File: src/design/tcfb_pkg.sv
package tcfb_pkg;

  // default length of a held run before it is written out raw
  localparam int HOLD_LIMIT_DEF = 32;

  // telnet codes
  localparam logic [7:0] T_IAC     = 8'd255;
  localparam logic [7:0] T_WILL    = 8'd251;
  localparam logic [7:0] T_WONT    = 8'd252;
  localparam logic [7:0] T_SB      = 8'd250;
  localparam logic [7:0] T_SE      = 8'd240;
  localparam logic [7:0] T_NOP     = 8'd241;
  localparam logic [7:0] T_AYT     = 8'd246;
  localparam logic [7:0] T_IP      = 8'd244;
  localparam logic [7:0] T_COMPORT = 8'd44;
  localparam logic [7:0] T_SETBAUD = 8'd1;

  // result kinds
  typedef enum logic [1:0] {
    KIND_DATA  = 2'd0,
    KIND_BAUD  = 2'd1,
    KIND_AYT   = 2'd2,
    KIND_CLOSE = 2'd3
  } kind_t;

  // sequencer states
  typedef enum logic [2:0] {
    S_IDLE,
    S_FL_RD,
    S_FL_EM,
    S_DEC_RD,
    S_DEC_ACC,
    S_ONE
  } state_t;

  // one result beat from the sequencer to the output register
  typedef struct packed {
    kind_t       kind;
    logic [7:0]  out_byte;
    logic [31:0] baud_value;
    logic        last;
  } result_t;

endpackage

File: src/design/tcfb_hold_mem.sv
module tcfb_hold_mem #(
  parameter int DEPTH = tcfb_pkg::HOLD_LIMIT_DEF + 1,
  parameter int AW    = $clog2(DEPTH)
) (
  input  logic          clk,
  input  logic          we,
  input  logic [AW-1:0] waddr,
  input  logic [7:0]    wdata,
  input  logic          re,
  input  logic [AW-1:0] raddr,
  output logic [7:0]    rdata
);

  logic [7:0] mem [DEPTH];

  always_ff @(posedge clk) begin
    if (we) begin
      mem[waddr] <= wdata;
    end
  end

  always_ff @(posedge clk) begin
    if (re) begin
      rdata <= mem[raddr];
    end
  end

endmodule

File: src/design/tcfb_baud_acc.sv
module tcfb_baud_acc (
  input  logic        clk,
  input  logic        clear,
  input  logic        step,
  input  logic [7:0]  din,
  output logic [31:0] baud
);
  import tcfb_pkg::*;

  // skip: the last byte shifted in was an unpaired iac, so a following iac is its escape
  logic skip;

  always_ff @(posedge clk) begin
    if (clear) begin
      baud <= '0;
      skip <= 1'b0;
    end else if (step) begin
      if (skip && din == T_IAC) begin
        skip <= 1'b0;
      end else begin
        baud <= {baud[23:0], din};
        skip <= (din == T_IAC);
      end
    end
  end

endmodule

File: src/design/tcfb_ctrl.sv
module tcfb_ctrl #(
  parameter int HOLD_LIMIT = tcfb_pkg::HOLD_LIMIT_DEF,
  parameter int CW         = $clog2(HOLD_LIMIT + 2),
  parameter int AW         = $clog2(HOLD_LIMIT + 1)
) (
  input  logic              clk,
  input  logic              rst,
  input  logic              item_valid,
  input  logic [7:0]        rx_byte,
  input  logic              chunk_end,
  output logic              item_stall,
  output logic              mem_we,
  output logic [AW-1:0]     mem_waddr,
  output logic [7:0]        mem_wdata,
  output logic              mem_re,
  output logic [AW-1:0]     mem_raddr,
  input  logic [7:0]        mem_rdata,
  output logic              acc_clear,
  output logic              acc_step,
  input  logic [31:0]       acc_baud,
  output logic              emit_valid,
  output tcfb_pkg::result_t emit,
  input  logic              emit_ready
);
  import tcfb_pkg::*;

  localparam logic [CW-1:0] LIMIT = CW'(HOLD_LIMIT);

  state_t        state, state_next;
  logic [CW-1:0] count, count_next;
  logic          discard, discard_next;
  logic          prev_iac, prev_iac_next;
  logic          held3, held3_next;
  logic [CW-1:0] idx, idx_next;
  logic [CW-1:0] lim, lim_next;
  logic          tail_valid, tail_valid_next;
  logic [7:0]    tail_byte, tail_byte_next;
  kind_t         one_kind, one_kind_next;
  logic [CW-1:0] ncount;

  assign ncount = count + CW'(1);

  always_ff @(posedge clk) begin
    if (rst) begin
      state   <= S_IDLE;
      count   <= '0;
      discard <= 1'b0;
    end else begin
      state   <= state_next;
      count   <= count_next;
      discard <= discard_next;
    end
  end

  always_ff @(posedge clk) begin
    prev_iac   <= prev_iac_next;
    held3      <= held3_next;
    idx        <= idx_next;
    lim        <= lim_next;
    tail_valid <= tail_valid_next;
    tail_byte  <= tail_byte_next;
    one_kind   <= one_kind_next;
  end

  always_comb begin
    state_next      = state;
    count_next      = count;
    discard_next    = discard;
    prev_iac_next   = prev_iac;
    held3_next      = held3;
    idx_next        = idx;
    lim_next        = lim;
    tail_valid_next = tail_valid;
    tail_byte_next  = tail_byte;
    one_kind_next   = one_kind;
    item_stall      = 1'b1;
    mem_we          = 1'b0;
    mem_waddr       = count[AW-1:0];
    mem_wdata       = rx_byte;
    mem_re          = 1'b0;
    mem_raddr       = idx[AW-1:0];
    acc_clear       = 1'b0;
    acc_step        = 1'b0;
    emit_valid      = 1'b0;
    emit.kind       = KIND_DATA;
    emit.out_byte   = '0;
    emit.baud_value = '0;
    emit.last       = 1'b0;

    unique case (state)
      S_IDLE: begin
        item_stall = 1'b0;
        idx_next   = '0;
        if (item_valid) begin
          if (discard) begin
            if (chunk_end) begin
              discard_next = 1'b0;
            end
          end else if (count == '0 && rx_byte == T_IAC) begin
            mem_we        = 1'b1;
            prev_iac_next = 1'b1;
            count_next    = ncount;
          end else if (count == CW'(1)) begin
            case (rx_byte) inside
              T_WILL, T_WONT, T_SB: begin
                mem_we        = 1'b1;
                prev_iac_next = 1'b0;
                count_next    = ncount;
              end
              T_SE, T_NOP: begin
                count_next = '0;
              end
              T_AYT: begin
                count_next     = '0;
                one_kind_next  = KIND_AYT;
                tail_byte_next = '0;
                state_next     = S_ONE;
              end
              T_IP: begin
                count_next     = '0;
                one_kind_next  = KIND_CLOSE;
                tail_byte_next = '0;
                discard_next   = !chunk_end;
                state_next     = S_ONE;
              end
              default: begin
                // held iac goes out first, then this byte
                count_next      = '0;
                lim_next        = count;
                tail_valid_next = 1'b1;
                tail_byte_next  = rx_byte;
                one_kind_next   = KIND_DATA;
                state_next      = S_FL_RD;
              end
            endcase
          end else if (count == CW'(2) && rx_byte == T_COMPORT) begin
            mem_we        = 1'b1;
            prev_iac_next = 1'b0;
            count_next    = ncount;
          end else if (count > CW'(2)) begin
            mem_we        = 1'b1;
            prev_iac_next = (rx_byte == T_IAC);
            if (count == CW'(3)) begin
              held3_next = (rx_byte == T_SETBAUD);
            end
            if (rx_byte == T_SE && prev_iac) begin
              count_next = '0;
              if (ncount >= CW'(6) && held3) begin
                acc_clear  = 1'b1;
                idx_next   = CW'(4);
                lim_next   = ncount - CW'(2);
                state_next = S_DEC_RD;
              end
            end else if (ncount > LIMIT) begin
              count_next      = '0;
              lim_next        = ncount;
              tail_valid_next = 1'b0;
              state_next      = S_FL_RD;
            end else begin
              count_next = ncount;
            end
          end else begin
            count_next      = '0;
            lim_next        = count;
            tail_valid_next = 1'b1;
            tail_byte_next  = rx_byte;
            one_kind_next   = KIND_DATA;
            state_next      = S_FL_RD;
          end
        end
      end

      S_FL_RD: begin
        if (idx != lim) begin
          mem_re     = 1'b1;
          state_next = S_FL_EM;
        end else if (tail_valid) begin
          state_next = S_ONE;
        end else begin
          state_next = S_IDLE;
        end
      end

      S_FL_EM: begin
        emit_valid    = 1'b1;
        emit.out_byte = mem_rdata;
        emit.last     = (idx + CW'(1) == lim) && !tail_valid;
        if (emit_ready) begin
          idx_next   = idx + CW'(1);
          state_next = S_FL_RD;
        end
      end

      S_DEC_RD: begin
        if (idx < lim) begin
          mem_re     = 1'b1;
          state_next = S_DEC_ACC;
        end else if (acc_baud != '0) begin
          one_kind_next  = KIND_BAUD;
          tail_byte_next = '0;
          state_next     = S_ONE;
        end else begin
          state_next = S_IDLE;
        end
      end

      S_DEC_ACC: begin
        acc_step   = 1'b1;
        idx_next   = idx + CW'(1);
        state_next = S_DEC_RD;
      end

      S_ONE: begin
        emit_valid      = 1'b1;
        emit.kind       = one_kind;
        emit.out_byte   = tail_byte;
        emit.baud_value = (one_kind == KIND_BAUD) ? acc_baud : '0;
        emit.last       = 1'b1;
        if (emit_ready) begin
          state_next = S_IDLE;
        end
      end

      default: begin
        state_next = S_IDLE;
      end
    endcase
  end

endmodule

File: src/design/telnet_command_filter_baud_unit.sv
// a plain byte goes through the S_FL_RD and S_ONE states, then the output register
// input is taken only in S_IDLE: item_stall holds new bytes while a beat is emitted
//   or a held run is walked in the hold memory for write-out or decode; output stalls
//   hold any beat
// reset: rst clears sequencer, held count and discard flag; hold memory is not cleared
// the output register lets the sequencer finish the next beat while one waits
module telnet_command_filter_baud_unit #(
  parameter int HOLD_LIMIT = tcfb_pkg::HOLD_LIMIT_DEF
) (
  input  logic        clk,
  input  logic        rst,
  // incoming network bytes
  input  logic        item_valid,
  output logic        item_stall,
  input  logic [7:0]  rx_byte,
  input  logic        chunk_end,
  // result beats
  output logic        result_valid,
  input  logic        result_stall,
  output logic [1:0]  kind,
  output logic [7:0]  out_byte,
  output logic [31:0] baud_value,
  output logic        last
);
  import tcfb_pkg::*;

  // held count must reach HOLD_LIMIT+1 on overflow; memory holds that many bytes
  localparam int DEPTH = HOLD_LIMIT + 1;
  localparam int CW    = $clog2(HOLD_LIMIT + 2);
  localparam int AW    = $clog2(DEPTH);

  logic          mem_we;
  logic [AW-1:0] mem_waddr;
  logic [7:0]    mem_wdata;
  logic          mem_re;
  logic [AW-1:0] mem_raddr;
  logic [7:0]    mem_rdata;
  logic          acc_clear;
  logic          acc_step;
  logic [31:0]   acc_baud;
  logic          emit_valid;
  result_t       emit;
  logic          emit_ready;
  result_t       out_reg;

  // sequencer: classifies each byte, then walks the held run for flush or decode
  tcfb_ctrl #(
    .HOLD_LIMIT (HOLD_LIMIT),
    .CW         (CW),
    .AW         (AW)
  ) u_ctrl (
    .clk        (clk),
    .rst        (rst),
    .item_valid (item_valid),
    .rx_byte    (rx_byte),
    .chunk_end  (chunk_end),
    .item_stall (item_stall),
    .mem_we     (mem_we),
    .mem_waddr  (mem_waddr),
    .mem_wdata  (mem_wdata),
    .mem_re     (mem_re),
    .mem_raddr  (mem_raddr),
    .mem_rdata  (mem_rdata),
    .acc_clear  (acc_clear),
    .acc_step   (acc_step),
    .acc_baud   (acc_baud),
    .emit_valid (emit_valid),
    .emit       (emit),
    .emit_ready (emit_ready)
  );

  // held sequence store, one byte per cycle in or out
  tcfb_hold_mem #(
    .DEPTH (DEPTH),
    .AW    (AW)
  ) u_mem (
    .clk   (clk),
    .we    (mem_we),
    .waddr (mem_waddr),
    .wdata (mem_wdata),
    .re    (mem_re),
    .raddr (mem_raddr),
    .rdata (mem_rdata)
  );

  // shift unit: big-endian baud build with iac iac unescape
  tcfb_baud_acc u_acc (
    .clk   (clk),
    .clear (acc_clear),
    .step  (acc_step),
    .din   (mem_rdata),
    .baud  (acc_baud)
  );

  // output register: loads when empty or when the waiting beat is taken
  assign emit_ready = !result_valid || !result_stall;

  always_ff @(posedge clk) begin
    if (rst) begin
      result_valid <= 1'b0;
    end else if (emit_ready) begin
      result_valid <= emit_valid;
    end
  end

  always_ff @(posedge clk) begin
    if (emit_ready && emit_valid) begin
      out_reg <= emit;
    end
  end

  assign kind       = out_reg.kind;
  assign out_byte   = out_reg.out_byte;
  assign baud_value = out_reg.baud_value;
  assign last       = out_reg.last;

endmodule
File: config.mk
export PLATFORM = sky130hd
export DESIGN_NAME = telnet_command_filter_baud_unit
export DESIGN_NICKNAME = d
export VERILOG_FILES = /design/src/design/tcfb_pkg.sv /design/src/design/tcfb_hold_mem.sv /design/src/design/tcfb_baud_acc.sv /design/src/design/tcfb_ctrl.sv /design/src/design/telnet_command_filter_baud_unit.sv
export SDC_FILE = /design/constraint.sdc
export NUM_CORES = 1
export LEC_CHECK = 0
export ABC_AREA = 1
export BUFFER_PORTS_ARGS = -buffer_cell sky130_fd_sc_hd__buf_4
export CAP_MARGIN = 20
export CORE_ASPECT_RATIO = 0.7
export CORE_MARGIN = 4
export CORE_UTILIZATION = 30
export CTS_BUF_LIST = sky130_fd_sc_hd__clkbuf_16
export CTS_CLUSTER_SIZE = 24
export DETAILED_ROUTE_END_ITERATION = 16
export GPL_TIMING_DRIVEN = 0
export PLACE_DENSITY = 0.57
export RECOVER_POWER = 50
export SLEW_MARGIN = 25
export SYNTH_ARGS = -nofsm -noshare
export SYNTH_HDL_FRONTEND = slang
export SYNTH_HIERARCHICAL = 1
export SYNTH_SLANG_ARGS = --single-unit
File: constraint.sdc
create_clock -name clk -period 3.55 [get_ports clk]
set_input_delay 0.1775 -clock clk [delete_from_list [all_inputs] [get_ports clk]]
set_output_delay 0.1775 -clock clk [all_outputs]
set_load 0.03 [all_outputs]
==> flow_summary.json <==
{
  "ir_worst_vdd_uv": 272,
  "comb_power_share": 0.339,
  "die_y_um": 208,
  "synth_edf_count": 340,
  "power.switching_mw": 5.61,
  "cts_sinks": 384,
  "totalWireLength_um": 50200,
  "drt_iter0_drc": 1692,
  "worst_pin_slew_ns": 1.99,
  "design_area_mm2": 0.0199,
  "power_switching_share": 0.385,
  "pin_count": 58,
  "hold_viol": 0,
  "cts_root_buf": "clkbuf_16",
  "power.density_mw_per_mm2": 733,
  "total_power_mw": 14.6,
  "fin_crit_sh": 0.943,
  "die_x_um": 293,
  "antennaDiodeCount": 0,
  "ant_nets": 0,
  "cp_common_cell": "nand2_1",
  "antenna_found_initial": 1,
  "grt_pass1_vias": 11800,
  "startpoint_type": "register",
  "cts_max_path_buffers": 3,
  "path_max_fanout": 13,
  "ys_ff_latch": 384,
  "cp.arrival_ns": 3.50,
  "finalNonFillerCells": 2549,
  "final_cell_mix": "nand2_1 (468), edfxtp_1 (340), nand3_1 (279), inv_1 (130), nor2_1 (90)",
  "min_path_type": "in2reg",
  "setup_viol": 0,
  "dp.cells": 2462,
  "syn_area_mm2": 0.0171,
  "drive_gt1_frac": 0.106,
  "place_area_mm2": 0.0185,
  "htreeDepth": 2,
  "synthCells": 1659,
  "grt_overflow": 0,
  "slew-limit-headroom": -0.329,
  "synth-main-ff-cell": "edfxtp_1",
  "areaGrowthSynthToFinish_pct": 16.4,
  "dp_hpwl_um": 36000,
  "numCtsBuffers": 37,
  "drcViolationCount": 0,
  "gp_congestion": 0.940,
  "layout.nets": 1808,
  "core_mm2": 0.0558,
  "end_kind": "register",
  "fmax_mhz": 299,
  "critPathLaunch": "u_ctrl/mem_waddr[2]$_SDFFE_PP0P_",
  "vias_per_cell": 5.03,
  "post-route-min-period_ns": 3.35,
  "start_util": 0.306,
  "grt_first_pass_wirelength_um": 75000,
  "violations": "max-capacitance violations, max-slew violations",
  "synth-seq-area-share": 0.650,
  "crit_end": "u_mem/mem[17][3]$_DFFE_PP_",
  "clk_latency_ns": 0.54,
  "grt_max_degree": 34,
  "leakage_nw": 7.47,
  "dr.pass1.iters": 5,
  "p_int_mw": 8.95,
  "grt_setup_unrepaired": "false",
  "status": "finished, violations left",
  "clkPwrFrac": 0.255,
  "io_buffer_count": 57,
  "p_seq_frac": 0.405,
  "holdWs_ns": 0.0286,
  "path_cells": "nor2_1 -> nand2_1 -> nor2_2 -> nand3_1 -> nand2_1 -> nor2_1 -> a21oi_2 -> clkbuf_2 -> nand2_1 -> nor2_2",
  "postSynth.asyncResetShare": 0,
  "maxCapViolCount": 8,
  "synth_nets": 1684,
  "regToRegStartpoint": "u_ctrl/mem_waddr[2]$_SDFFE_PP0P_",
  "required_ns": 3.70,
  "critical_path_class": "reg2reg",
  "reg2reg_depth": 10,
  "critical-path-slowest-cell": "nor2_2",
  "die_area_mm2": 0.0608,
  "slew_violations": 272,
  "r2r_slack_ns": 0.20,
  "clk_pin_slew_ns": 0.06,
  "synth_cell_type_count": 39,
  "slowest_delay_ns": 0.58,
  "syn_area_per_cell_um2": 10.3,
  "track_usage": 0.160,
  "vias": 12800,
  "std_cell_rows": 72,
  "skew_ns": 0.0228,
  "wire_per_inst_um": 19.7,
  "cts_tree": "built",
  "rr_endpoint": "u_mem/mem[17][3]$_DFFE_PP_",
  "final_common_cell": "nand2_1",
  "yosys_warnings": 6
}
Yosys cell counts, drive strengths merged, types with 10 or more instances:
library cell    n  area [µm²]
nand4          21         131
ha             12         150
nand3         282        1420
buf            65         509
nand2         472        1790
edfxtp        340       10200
nor3           42         238
a21oi          53         269
nor2          126         518
inv           127         477
xor2           10        87.6
dfxtp          44         881
clkbuf         22        82.6
o21ai          15        78.8
worst min-delay path by stage:
| stage | start | endpoint | slack, ns | cells past startpoint |
|---|---|---|---|---|
| after floorplan | rst | result_valid$_SDFFE_PP0P_ | 0.24 | 1 |
| final | item_valid | u_ctrl/discard$_SDFFE_PP0P_ | 0.03 | 4 |
| after CTS | item_valid | u_ctrl/discard$_SDFFE_PP0P_ | 0.02 | 4 |
| after global placement | rst | result_valid$_SDFFE_PP0P_ | 0.35 | 2 |
| after detailed placement | rst | result_valid$_SDFFE_PP0P_ | 0.35 | 2 |
| after global routing | item_valid | u_ctrl/discard$_SDFFE_PP0P_ | 0.06 | 4 |
final cells by class:
| type | instances | area [µm²] |
|---|---|---|
| Buffer | 87 | 563 |
| Clock buffer | 37 | 926 |
| Clock inverter | 28 | 181 |
| Fill cell | 5543 | 35900 |
| Inverter | 127 | 477 |
| Multi-Input combinational cell | 1061 | 5130 |
| Sequential cell | 384 | 11100 |
| Tap cell | 740 | 926 |
| Timing Repair Buffer | 85 | 571 |
through the flow:
stage	TNS (ns)	setup slack [ns]	util
after floorplan	0	0.475	-
after global placement	-69.40	-0.981	0.330
after detailed placement	-47.10	-0.391	0.332
after CTS	-3.29	-0.182	0.354
after global routing	0	0.0722	0.356
final	0	0.201	0.356
timing repair:
action / in CTS / in global routing
hold buffers: 3 / 0
endpoints found under the setup margin: 240 / 265
endpoints found under the hold margin: 2 / 0
resized for setup: 28 / 28
pin swaps: 1 / 11
buffers inserted: 0 / 19
power groups by stage:
stage	clock [mW]	sequential, mW	combinational [mW]
6_report	3.72	5.90	4.94
5_1_grt	4.00	5.96	5.37
4_1_cts	3.81	5.90	4.90
3_5_place_dp	0	5.99	4.87
3_3_place_gp	0	5.99	4.82
2_1_floorplan	0	6.08	2.99
cell families after synthesis:
logic type	share of synthesized area
fa+ha+maj	0.00880
buf+inv	0.0626
flops	0.650
simple gates	0.245
compound gates	0.0278
xor+xnor	0.00565
registers in the layout (all words and copies together), names as in the netlist:
name and cells:
baud_value 32, kind 2, last 1, out_byte 8, result_valid 1, u_acc/baud 32, u_acc/skip 1, u_ctrl/discard 1
u_ctrl/held3 1, u_ctrl/lim 6, u_ctrl/mem_raddr 6, u_ctrl/mem_waddr 6, u_ctrl/one_kind 2, u_ctrl/prev_iac 1, u_ctrl/state 3, u_ctrl/tail_byte 8
u_ctrl/tail_valid 1, u_mem/mem 264, u_mem/rdata 8
metal layers:
| metal | track usage | vias to the layer above | part of all wire |
|---|---|---|---|
| met5 | 0 | - | 0 |
| met4 | 0.0253 | 0 | 0.014 |
| met1 | 0.268 | 6209 | 0.49 |
| met2 | 0.207 | 623 | 0.38 |
| met3 | 0.0383 | 63 | 0.11 |
| li1 | - | 5930 | - |
worst max-delay path: cells and delay by family, from the launching register on:
kind / cells / cell delay [ns]
AOI/OAI and AO/OA: 1 / 0.26
DFF: 1 / 0.52
and+or+nand+nor: 8 / 1.90
buffers and inverters: 1 / 0.28
(Power assumes the default switching activity.)
